## src/rtl/core/sre_pkg.sv

```systemverilog
// shared types, constants and opcodes of the risc instruction executor
package sre_pkg;

    // machine widths
    localparam int XLEN       = 32;
    localparam int REG_COUNT  = 32;
    localparam int RIDX_W     = $clog2(REG_COUNT);
    localparam int PLEN_W     = 12;
    localparam int OUT_ADDR_W = 11;
    localparam int IMM_W      = 18;
    localparam int SH_W       = 13;
    localparam int OP_W       = 4;
    localparam int JMP_W      = 28;

    // data memory size
    localparam int DATA_WORDS = 2048;
    localparam int DADDR_W    = $clog2(DATA_WORDS);
    localparam logic [XLEN-1:0] DATA_LIMIT = XLEN'(DATA_WORDS);

    // opcodes
    localparam logic [OP_W-1:0] OP_ADD   = 4'd0;
    localparam logic [OP_W-1:0] OP_SUB   = 4'd1;
    localparam logic [OP_W-1:0] OP_MUL   = 4'd2;
    localparam logic [OP_W-1:0] OP_MOVI  = 4'd3;
    localparam logic [OP_W-1:0] OP_JEQ   = 4'd4;
    localparam logic [OP_W-1:0] OP_AND   = 4'd5;
    localparam logic [OP_W-1:0] OP_XORI  = 4'd6;
    localparam logic [OP_W-1:0] OP_JMP   = 4'd7;
    localparam logic [OP_W-1:0] OP_LSL   = 4'd8;
    localparam logic [OP_W-1:0] OP_LSR   = 4'd9;
    localparam logic [OP_W-1:0] OP_LOAD  = 4'd10;
    localparam logic [OP_W-1:0] OP_STORE = 4'd11;

    // register file write port
    typedef struct packed {
        logic              en;
        logic [RIDX_W-1:0] addr;
        logic [XLEN-1:0]   data;
    } t_rf_wr;

    // data memory request
    typedef struct packed {
        logic               rd_en;
        logic               wr_en;
        logic [DADDR_W-1:0] addr;
        logic [XLEN-1:0]    wdata;
    } t_dm_req;

    // one result beat
    typedef struct packed {
        logic [XLEN-1:0]       next_pc;
        logic                  done_res;
        logic                  branch_taken;
        logic                  reg_write;
        logic [RIDX_W-1:0]     dest_index;
        logic [XLEN-1:0]       dest_value;
        logic                  store_done;
        logic [OUT_ADDR_W-1:0] data_address;
        logic [XLEN-1:0]       store_value;
        logic                  address_error;
    } t_result;

endpackage

```

## src/rtl/core/sre_out_queue.sv

```systemverilog
// two-entry result queue in front of the result channel
module sre_out_queue (
    input  logic               i_clk,
    input  logic               i_rst_n,
    input  logic               i_push,
    input  sre_pkg::t_result   i_data,
    input  logic               i_pop,
    output logic               o_valid,
    output sre_pkg::t_result   o_data
);

    sre_pkg::t_result r_q [2];
    logic             r_wp;
    logic             r_rp;
    logic [1:0]       r_cnt;

    // entry storage
    always_ff @(posedge i_clk) begin
        if (i_push) begin
            r_q[r_wp] <= i_data;
        end
    end

    // pointers and fill
    always_ff @(posedge i_clk) begin
        if (!i_rst_n) begin
            r_wp  <= 1'b0;
            r_rp  <= 1'b0;
            r_cnt <= '0;
        end else begin
            if (i_push) begin
                r_wp <= ~r_wp;
            end
            if (i_pop) begin
                r_rp <= ~r_rp;
            end
            r_cnt <= r_cnt + {1'b0, i_push} - {1'b0, i_pop};
        end
    end

    assign o_valid = (r_cnt != 2'd0);
    assign o_data  = r_q[r_rp];

endmodule

```

## config.mk

```make
export PLATFORM = sky130hd
export DESIGN_NAME = sre_out_queue
export DESIGN_NICKNAME = d
export VERILOG_FILES = /design/src/rtl/core/sre_pkg.sv /design/src/rtl/core/sre_out_queue.sv
export SDC_FILE = /design/constraint.sdc
export NUM_CORES = 1
export LEC_CHECK = 0
export BUFFER_PORTS_ARGS = -buffer_cell sky130_fd_sc_hd__buf_4
export CAP_MARGIN = 10
export CELL_PAD_IN_SITES_DETAIL_PLACEMENT = 1
export CELL_PAD_IN_SITES_GLOBAL_PLACEMENT = 2
export CORE_MARGIN = 1.5
export CORE_UTILIZATION = 38
export DETAILED_ROUTE_END_ITERATION = 8
export PLACE_DENSITY = 0.89
export SLEW_MARGIN = 0
export SYNTH_ARGS = -nofsm -noshare
export SYNTH_HDL_FRONTEND = slang
export SYNTH_SLANG_ARGS = --single-unit
```

## constraint.sdc

```tcl
create_clock -name i_clk -period 7.45 [get_ports i_clk]
set_input_delay 0 -clock i_clk [delete_from_list [all_inputs] [get_ports i_clk]]
set_output_delay 0 -clock i_clk [all_outputs]
set_load 0.005 [all_outputs]
```

After elaboration in Yosys (flattened, before gate mapping):

Memories as Yosys holds them, arrays and structs flattened. A register that Yosys moved wholly into a read port is not among the register bits.
Cells that the tools add are included.

* output and inout bits: 118
* RAM bits: 234
* memories kept: 1
* bits in registers: 4

Memories
* r_q: words 2, bits a word 117, rd ports 1, clocked after Yosys merged registers in 1, wr ports 1, RTL line sre_out_queue.sv:12 `sre_pkg::t_result r_q [2];`

* add/sub/neg operators: 2
* reduce and logical (&&, ||, !) cells: 1
* mux-type cells: 4
* bitwise gates (word level): 2

Operator list (count)
* $mux W1: 4
* $add A2 B1 Y2: 1
* $not A1 Y1: 2
* $reduce_bool A2 Y1: 1
* $sub A2 B1 Y2: 1

Depth between registers and ports, before layout:

* depth after elaboration: 3
* mapped depth: 6
* depth with buffers taken out: 6

Worst setup path before layout:

OpenSTA, ideal clock, no wires.

* path type: register to register
* from: reg r_wp
* to: mem r_q[0][0] in the netlist's numbering, enable pin
* arrival time: 5.486 ns
* stages on the path, launching flop included: 2
* buffers on the path: 0
* required time: 6.841 ns
* setup time: 0.609 ns
* slack: 1.355 ns
* clock period less this slack: 6.095 ns
* cells stage by stage: dfxtp_1 > nor2b_1

RTL lines
* from (decl): RTL line sre_out_queue.sv:13 `logic r_wp;`
* from (signal assigned): RTL line sre_out_queue.sv:32 `r_wp <= ~r_wp;`
* to (decl): RTL line sre_out_queue.sv:12

Straight into the memory's write port.

==> metrics.md <==
| Metric | Value |
|---|---|
| Die Height | `~150 µm` |
| Fin crit share | `39.3%` |
| Max Transition Viols Final | `0` |
| Starting Density | `38.8%` |
| Mux contribution to synthesized area | `16.3%` |
| First-pass GRT wire length | `33,100 µm` |
| Die Area | `between 20,000 and 25,000 µm²` |
| Required time of the critical path | `7.45 ns` |
| Critical path class | `reg2out` |
| Clk sinks | `239` |
| Post-layout net count | `885` |
| Largest net degree at the start of global routing | `between 60 and 70` |
| Commonest non-fill, non-tap cells in the layout | `buf_4, edfxtp_1, dlygate4sd3_1, mux2_2, mux2_4` |
| Synth Area in Compound Gates | `less than 1%` |
| Power Density | `around 250 nW/µm²` |
| DRT Pass-1 Iters | `4` |
| Net Sw Frac | `a little over a fifth` |
| Synthesized area | `8770 µm²` |
| # rows | `55` |
| Avg Vias per Cell | `4.69` |
| Tmin final | `2.93 ns` |
| Worst skew pair latency | `0.52 ns` |
| Crit path launch type | `flop` |
| Setup_tns | `0 ns` |
| GRT Overall Usage | `18.0%` |
| Critical path's top delay family | `flip-flops` |
| Via count | `4,999` |
| Util after Layout | `56.9%` |
| Unrepaired setup endpoints after global routing | `false` |
| Area Overhead vs Synth | `46.9%` |
| Die Wd | `155 µm` |
| Maxcap violations | `0` |
| Least-Margin Pin Slew | `1.01 ns` |
| CP arrival | `2.93 ns` |
| XOR/XNOR Fraction of Synth Area | `less than 1%` |
| Most used cell, CP | `buf_4` |
| Placeable Area | `22,600 µm²` |
| Crit. End Element | `output port` |
| Max stage delay on crit path | `1.00 ns` |
| Max VDD drop | `0.195 mV` |
| Leakage power | `0.00493 µW` |
| Routed WL | `21,600 µm` |
| Root buffer cell | `clkbuf_16` |
| Gr ovfl total | `0` |
| Sequential cell fraction of total power | `approximately half` |
| Ports | `239` |
| Mean Syn Cell Area | `22.9 µm²` |
| Initial antenna violation count | `1` |
| Layout Skew | `0.0194 ns` |
| Post-synthesis register bit count | `239` |
| Simple-gate share of the synthesized area | `less than 1%` |
| Vias in the first global route | `5,857` |
| Crit path buffers/inverters | `2` |
| Synth Area in Adders | `less than 1%` |
| Fmax | `approximately 340 MHz` |
| DPL Wire Length | `about 12,000 µm` |
| TritonCTS Buffers | `26` |
| Final Hold Fails | `0` |
| Psw | `~680 µW` |
| Netlist cell types | `14` |
| Clk buf depth | `3` |
| Outcome | `finished clean` |
| Layout cells sized above 1 | `51.0%` |
| Final setup viols | `0` |
| Hold WS | `between 0.2 and 0.25 ns` |
| H-tree levels | `1` |
| Total design power | `3220 µW` |
| Slowest-stage cell, CP | `dfxtp_4` |
| Gp weighted congestion | `0.720` |
| Clock share of power | `approximately two fifths` |
| Port Buf Inserts | `238` |
| Internal | `2530 µW` |
| Placed Cells incl. Taps | `898` |
| Syn Nets | `507` |
| Rel. slew slack | `approximately a third` |
| Initial DRC count | `193` |
| HP Class | `in2reg` |
| Post-route ant nets | `0` |
| Gate power share | `12.2%` |
| Combinational family with the most area after synthesis | `multiplexers` |
| Drt drc | `0` |
| Synth Warn # | `0` |
| Routed len/inst | `20.2 µm` |
| CTS tree | `built` |
| Syn Inst Count | `around 380` |
| Crit-path cells | `buf_4 > mux2_2 > buf_4` |
| Seq/Total Area, Yosys | `81.2%` |
| Clk slew on worst S/H paths | `0.07 ns` |
| Most common cell after layout, fill and taps aside | `buf_4` |
| Non-Filler Instances | `1,067` |
| CP max FO | `67` |
worst reg2reg max path, cell delays in order, from the launching register on:
cell and delay, ns:
dfxtp_1 0.39, and2_4 0.69, buf_4 0.77
final timing paths:
kind | start | endpoint | slack [ns] | cells past startpoint
worst min-delay path | i_data[8] | r_q[0][8] | 0.21 | 2
worst max register to register | r_wp | r_q[1][90] | 5.15 | 2
worst min register to register | r_rp | flop | 0.59 | 2
worst max-delay path | flop | o_data[35] | 4.52 | 3
stage by stage:
step | area (µm²) | setup WS [ns]
after floorplan | 8770 | 1.36
after global placement | 10900 | 5.11
after detailed placement | 10900 | 5.05
after CTS | 12900 | 4.48
after global routing | 12900 | 4.34
final | 12900 | 4.52
per-layer routing:
metal  up-vias  global-route usage (%)  share of wire [%]
met2       188                    34.9                 56
met4         0                    5.72                2.8
met3        55                    3.96                5.9
li1       2276                       -                  -
met1      2480                    19.2                 35
met5         -                       0                  0
sequential cells by signal (all words and copies together), names as in the netlist, named ones only:
signal and count:
r_cnt 2, r_rp 1, r_q 234, r_wp 1
final cells by class:
type,instances,area (µm²)
fill,2021,9750
sequential,239,7130
timing repair buffer,363,3030
multi-input combinational,130,1550
clock buffer,34,702
tap,285,357
clock inverter,13,113
inverter,2,7.51
antenna,1,2.50
kinds of logic after synthesis:
| kind of cell | count (synthesis) |
|---|---|
| buffers and inverters | 15 |
| xor gates and xnor gates | 2 |
| AOI/OAI and AO/OA | 1 |
| and+or+nand+nor | 8 |
| DFF | 239 |
| adders and majority gates | 2 |
| muxes | 117 |
power by group through the flow:
| stage | combinational, µW | clock [µW] | sequential (µW) |
|---|---|---|---|
| global placement | 321 | 0 | 1610 |
| CTS | 391 | 1250 | 1590 |
| floorplan | 161 | 0 | 1600 |
| detailed placement | 335 | 0 | 1620 |
| global route | 419 | 1310 | 1600 |
| finish | 392 | 1230 | 1590 |
cell usage after synthesis:
cell      count  area (µm²)
and2_1        4        25.0
buf_2         8        40.0
buf_6         5        56.3
dfxtp_1       5         100
edfxtp_1    234        7030
ha_1          2        25.0
inv_1         2        7.51
mux2_2       87         980
mux2_4       30         450
nor2b_1       3        18.8
o21a_1        1        7.51
or2_2         1        6.26
xnor3_1       1        22.5
xor2_1        1        8.76
repair_timing:
action,in CTS,in global routing
hold buffers,121,0
gates resized for setup,0,0
endpoints found under the setup margin,0,0
buffers inserted,0,0
hold endpoints to repair,239,0
Power figures use the tool's default switching activity.
