--- config.mk ---
export PLATFORM = sky130hd
export DESIGN_NAME = sre_regfile
export DESIGN_NICKNAME = d
export VERILOG_FILES = /design/src/rtl/core/sre_pkg.sv /design/src/rtl/core/sre_regfile.sv
export SDC_FILE = /design/constraint.sdc
export NUM_CORES = 2
export LEC_CHECK = 0
export BUFFER_PORTS_ARGS = -buffer_cell sky130_fd_sc_hd__buf_4
export CORE_AREA = 2 2 419 255
export CTS_CLUSTER_DIAMETER = 120
export DETAILED_ROUTE_END_ITERATION = 12
export DIE_AREA = 0 0 421 257
export PLACE_DENSITY = 0.66
export SLEW_MARGIN = 20
export SYNTH_ARGS = -nofsm -noshare
export SYNTH_HDL_FRONTEND = slang
export SYNTH_SLANG_ARGS = --single-unit
--- constraint.sdc ---
create_clock -name i_clk -period 3.6 [get_ports i_clk]
set_clock_uncertainty 0.05 [all_clocks]
set_input_delay 0.18 -clock i_clk [delete_from_list [all_inputs] [get_ports i_clk]]
set_output_delay 0.18 -clock i_clk [all_outputs]
set_load 0.03 [all_outputs]
--- src/rtl/core/sre_pkg.sv ---
// shared types, constants and opcodes of the risc instruction executor
package sre_pkg;

    // machine widths
    localparam int XLEN       = 32;
    localparam int REG_COUNT  = 32;
    localparam int RIDX_W     = $clog2(REG_COUNT);
    localparam int PLEN_W     = 12;
    localparam int OUT_ADDR_W = 11;
    localparam int IMM_W      = 18;
    localparam int SH_W       = 13;
    localparam int OP_W       = 4;
    localparam int JMP_W      = 28;

    // data memory size
    localparam int DATA_WORDS = 2048;
    localparam int DADDR_W    = $clog2(DATA_WORDS);
    localparam logic [XLEN-1:0] DATA_LIMIT = XLEN'(DATA_WORDS);

    // opcodes
    localparam logic [OP_W-1:0] OP_ADD   = 4'd0;
    localparam logic [OP_W-1:0] OP_SUB   = 4'd1;
    localparam logic [OP_W-1:0] OP_MUL   = 4'd2;
    localparam logic [OP_W-1:0] OP_MOVI  = 4'd3;
    localparam logic [OP_W-1:0] OP_JEQ   = 4'd4;
    localparam logic [OP_W-1:0] OP_AND   = 4'd5;
    localparam logic [OP_W-1:0] OP_XORI  = 4'd6;
    localparam logic [OP_W-1:0] OP_JMP   = 4'd7;
    localparam logic [OP_W-1:0] OP_LSL   = 4'd8;
    localparam logic [OP_W-1:0] OP_LSR   = 4'd9;
    localparam logic [OP_W-1:0] OP_LOAD  = 4'd10;
    localparam logic [OP_W-1:0] OP_STORE = 4'd11;

    // register file write port
    typedef struct packed {
        logic              en;
        logic [RIDX_W-1:0] addr;
        logic [XLEN-1:0]   data;
    } t_rf_wr;

    // data memory request
    typedef struct packed {
        logic               rd_en;
        logic               wr_en;
        logic [DADDR_W-1:0] addr;
        logic [XLEN-1:0]    wdata;
    } t_dm_req;

    // one result beat
    typedef struct packed {
        logic [XLEN-1:0]       next_pc;
        logic                  done_res;
        logic                  branch_taken;
        logic                  reg_write;
        logic [RIDX_W-1:0]     dest_index;
        logic [XLEN-1:0]       dest_value;
        logic                  store_done;
        logic [OUT_ADDR_W-1:0] data_address;
        logic [XLEN-1:0]       store_value;
        logic                  address_error;
    } t_result;

endpackage

--- src/rtl/core/sre_regfile.sv ---
// 32 x 32 register file, two registered read ports, one write port, reset to zero
module sre_regfile (
    input  logic                          i_clk,
    input  logic                          i_rst_n,
    input  logic                          i_rd_en,
    input  logic [sre_pkg::RIDX_W-1:0]    i_rd_addr_a,
    input  logic [sre_pkg::RIDX_W-1:0]    i_rd_addr_b,
    output logic [sre_pkg::XLEN-1:0]      o_rd_data_a,
    output logic [sre_pkg::XLEN-1:0]      o_rd_data_b,
    input  sre_pkg::t_rf_wr               i_wr
);

    logic [sre_pkg::XLEN-1:0]      r_mem [sre_pkg::REG_COUNT];
    logic [sre_pkg::REG_COUNT-1:0] r_vld;
    logic [sre_pkg::XLEN-1:0]      r_rd_a;
    logic [sre_pkg::XLEN-1:0]      r_rd_b;

    // storage and registered reads, old data on a same-cycle write
    always_ff @(posedge i_clk) begin
        if (i_wr.en) begin
            r_mem[i_wr.addr] <= i_wr.data;
        end
        if (i_rd_en) begin
            r_rd_a <= r_vld[i_rd_addr_a] ? r_mem[i_rd_addr_a] : '0;
            r_rd_b <= r_vld[i_rd_addr_b] ? r_mem[i_rd_addr_b] : '0;
        end
    end

    // written marks, an unwritten entry reads as zero
    always_ff @(posedge i_clk) begin
        if (!i_rst_n) begin
            r_vld <= '0;
        end else if (i_wr.en) begin
            r_vld[i_wr.addr] <= 1'b1;
        end
    end

    assign o_rd_data_a = r_rd_a;
    assign o_rd_data_b = r_rd_b;

endmodule

After elaboration in Yosys (flattened, before gate mapping)

Memory sizes are Yosys's and may differ from the RTL's. A register that Yosys moved wholly into a read port is not among the register bits.
Index checks and enable logic that the tools add are counted.

Register bits: 32
RAM bits: 1,024
Input port bits: 51
Output and inout port bits: 64
Memories kept: 1

Memory list:

| name  | words | width | read ports | clocked after memory_dff | write ports | line              | source |
|---|---|---|---|---|---|---|---|
| r_mem | 32    | 32    | 2          | 2                        | 1           | sre_regfile.sv:13 | `logic [sre_pkg::XLEN-1:0] r_mem [sre_pkg::REG_COUNT];` |

Order comparisons: 4
Multiplexer cells: 8
Bitwise logic cells: 1
Reduce and logical (&&, ||, !) cells: 3

Operators with widths:

| kind                 | number |
|---|---|
| $or A32 B32 Y32      | 1 |
| $lt A5 B6 Y1 const B | 3 |
| $bmux W1 S5          | 2 |
| $demux W1 S5         | 1 |
| $ge A5 B1 Y1 const B | 1 |
| $mux W1              | 5 |
| $logic_not A1 Y1     | 2 |
| $logic_and A1 B1 Y1  | 1 |

Logic depth before layout (Yosys ltp)

Word-level depth: 5
Mapped depth: 9
Depth with buffers taken out: 5

Worst setup path after synthesis

No wires, ideal clock.

Kind: input-to-reg
Start point: input port i_wr[32] (netlist name)
End point: memory r_mem[12][0] (netlist name), enable pin
Arrival: 2,224 ps
Required time: 3,127 ps
Slack: 903 ps
Stages: 3
Buffers on the path: 1
Cells stage by stage: or3b_2 clkbuf_1 nor2_1

RTL lines:

| what               | line              | source |
|---|---|---|
| start: declaration | sre_regfile.sv:10 | `input sre_pkg::t_rf_wr i_wr` |
| end: declaration   | sre_regfile.sv:13 |  |

No word-level cell before the write port.

Worst setup path in the final report

Start point: register r_vld[25] (netlist name)
End point: register r_rd_b, in the netlist o_rd_data_b[14], read port of r_mem, data pin

Longest elaborated chain between the ends: 3

Ends and longest elaborated chain:

| what                             | line              | source |
|---|---|---|
| start: declaration               | sre_regfile.sv:14 | `logic [sre_pkg::REG_COUNT-1:0] r_vld;` |
| start signal: assignment         | sre_regfile.sv:32 | `r_vld <= '0;` |
| start signal: indexed assignment | sre_regfile.sv:34 | `r_vld[i_wr.addr] <= 1'b1;` |
| $bmux W1 S5                      | sre_regfile.sv:25 | `r_rd_b <= r_vld[i_rd_addr_b] ? r_mem[i_rd_addr_b] : '0;` |
| $mux W1 (not written as such)    | sre_regfile.sv:25 |  |
| $logic_not A1 Y1 (no line)       | --                |  |
| end: declaration                 | sre_regfile.sv:16 | `logic [sre_pkg::XLEN-1:0] r_rd_b;` |

Every way passes these cells. The select of a mux whose other input is x is not followed.
A chain may end at the register's enable or synchronous reset.

==> impl_metrics.json <==
{
  "cts_made_buffers": 103,
  "track_usage_pct": 30.7,
  "cts.clk_slew.worst_paths_ns": 0.06,
  "antenna_found_initial": 6,
  "critPathLaunchType": "register",
  "synth_top_area_cell": "edfxtp_1",
  "cp_num_cells": 6,
  "ys_seq_area_share_pct": 64.5,
  "rows": 92,
  "fin_tns_setup_ns": 0,
  "grt_pass1_wl_mm": 238,
  "async_flop_share_pct": 0,
  "reg2regPathDepth": 6,
  "dp_cells": 4450,
  "clkPwrFrac_pct": 39.5,
  "fin_crit_sh_pct": 61.2,
  "syn-cell-area_mm2": 0.0517,
  "finalWirelength_mm": 169,
  "rsz0062_at_grt": "no",
  "io_buffers": 114,
  "ys_ff_latch": 1120,
  "p_leak_nw": 19.9,
  "max_slew_margin_pct": 22.5,
  "synth_fa_ha_area_share_pct": 0,
  "synth_top_family_by_area": "multiplexers",
  "hold_slack_ns": 0.0524,
  "maxSlewViolCount": 0,
  "synth_mux_area_share_pct": 21.8,
  "fillCellCount": 7835,
  "cts_tree": "done",
  "vdd_drop_max_uv": 390,
  "synth-compound-area-share_pct": 7.72,
  "cts_resized": 0,
  "hold_buffers": 35,
  "finalSetupViolCount": 0,
  "syn_to_final_growth_pct": 13.3,
  "cp-endpoint": "o_rd_data_b[14]",
  "die_h_um": 257,
  "power_mw": 28.5,
  "crit_path_end_kind": "register",
  "postCtsSetupRepairBufs": 0,
  "synth.top_cell.area_share_pct": 63.2,
  "clockRootBuffer": "clkbuf_16",
  "r2r-end": "o_rd_data_b[14]",
  "crit_slowest_cell": "mux4_2",
  "synth-edff-count": 1088,
  "tightestPinTransition_ns": 1.16,
  "cp-startpoint": "r_vld[25]",
  "synthFlopType": "edfxtp_1",
  "synth.most_common_cell": "edfxtp_1",
  "synth_area_per_cell_um2": 17.0,
  "cp_cell_sequence": "mux4_2 > mux2_2 > nand3_1 > nand4_1 > buf_4 > and3_1",
  "start_util_pct": 49.6,
  "synth_cell_types": 34,
  "critPathTopFamily": "multiplexers",
  "gp_congestion": 0.860,
  "path_max_fanout": 15,
  "power.density_mw_per_mm2": 486,
  "crit_type": "register to register",
  "clock_path_buffers": 3,
  "finalHoldViolCount": 0,
  "drc": 0,
  "netSwitchingPower_mw": 6.73,
  "clock_sinks": 1120,
  "syn_nets": 3094,
  "power_frac_comb_pct": 9.2,
  "final_cells": 4682,
  "min_path_type": "input port to register",
  "synthTopCellsByCount": "edfxtp_1, mux2i_1, mux4_2",
  "coreArea_mm2": 0.104,
  "synth_xor_area_share_pct": 0,
  "vias": 33600,
  "cts_htree_levels": 3,
  "r2r-start": "r_vld[25]",
  "dpl.hpwl_mm": 92.0,
  "io_pins": 115,
  "firstDrtPassIters": 6,
  "arrival_ns": 2.58,
  "die_w_um": 421,
  "wire_per_inst_um": 36.0,
  "via_per_inst": 7.18,
  "clock_latency_ns": 0.73,
  "internal-power_mw": 21.7,
  "grt_pass1_vias": 33400,
  "crit_path_max_incr_delay_ns": 0.49,
  "die_area_mm2": 0.108,
  "period_needed_ns": 2.20,
  "synth_simple_gate_area_share_pct": 3.11,
  "syn_inst": 3043,
  "route.antenna.remaining_nets": 0,
  "r2r_setup_slack_ns": 1.40,
  "yosysWarnings": 0,
  "drive_above_1_share_pct": 21.8,
  "seqPwrFrac_pct": 51.3,
  "worstPathRequired_ns": 3.98,
  "critPathBufInv": 1,
  "max_freq_mhz": 454,
  "initialDrtViolationCount": 5253,
  "cap_violations": 0,
  "switching_share_pct": 23.6,
  "grt_max_degree": 73,
  "outcome": "finished, final reports clean",
  "layout.nets": 3231,
  "grt_remaining_overflow": 0,
  "synth.area.top_cells": "edfxtp_1, mux4_2, mux2i_1"
}
[cell type report]
class                           instances  area (um2)  area share (%)
Clock inverter                         64         659            1.13
Sequential cell                      1120       33300            56.9
Clock buffer                          129        2720            4.64
Timing Repair Buffer                  284        2890            4.94
Inverter                                4        17.5          0.0299
Tap cell                             1410        1760            3.01
Antenna cell                            4        10.0          0.0171
Multi-Input combinational cell       1667       17200            29.3
[through the flow]
step	instance area, um2	setup slack (ns)	util (%)
after detailed placement	54800	0.869	52.6
after global routing	58500	1.35	56.2
after CTS	58500	1.45	56.2
after floorplan	51700	0.903	-
final	58600	1.40	56.2
after global placement	54800	0.948	52.6
[kinds of logic (layout without fill, tap and decap cells)]
| logic type | count (synthesis) | count (layout) |
|---|---|---|
| simple gates | 323 | 323 |
| compound gates | 552 | 552 |
| mux | 792 | 792 |
| flops | 1120 | 1120 |
| buf+inv | 256 | 481 |
| other cells | 0 | 4 |
[flip-flops by register name (all words and copies together) (netlist names)]
register and flops:
r_mem 1024, r_vld 32, o_rd_data_a 32, o_rd_data_b 32
[worst min path at each step]
stage | start | end | slack (ns) | cells after the start
floorplan | i_wr[0] | r_mem[0][0] | 0.23 | 0
global placement | r_vld[8] | r_vld[8] | 0.41 | 1
finish | i_rd_addr_b[4] | o_rd_data_b[3] | 0.05 | 3
global route | i_rd_addr_b[4] | o_rd_data_b[17] | 0.03 | 3
detailed placement | r_vld[20] | r_vld[20] | 0.42 | 1
CTS | i_rd_addr_b[4] | o_rd_data_b[3] | 0.01 | 3
[power groups by stage]
stage                     clock network, mW  logic [mW]  registers, mW
after global placement                    0        2.49           14.9
after global routing                   11.8        2.74           14.6
after floorplan                           0        1.45           14.9
after detailed placement                  0        2.54           14.9
after CTS                              11.3        2.58           14.6
final                                  11.2        2.63           14.6
[worst register-to-register path, delay by kind of cell (launching register included)]
family	cells	cell delay, ns
buffers and inverters	1	0.27
DFF	1	0.33
and+or+nand+nor	3	0.50
muxes	2	0.78
[routing by layer]
metal,routed length [um],vias to the layer above,part of all wire [%],GRT usage (%)
met4,6110,2,3.6,11.3
met2,72500,2683,43,43.6
li1,-,13100,-,-
met1,67300,17400,40,45.2
met3,22600,423,13,8.71
met5,10,-,0.0059,0
[cell usage in the layout (no fill, tap or decap), drive strengths merged, types with 70 or more instances in the layout]
master	synthesis	layout
buf	131	249
nor2	101	101
a221oi	256	256
clkbuf	121	129
edfxtp	1088	1088
nand3	70	70
o21ai	128	128
mux4	268	268
mux2i	520	520
(Power assumes the default switching activity.)
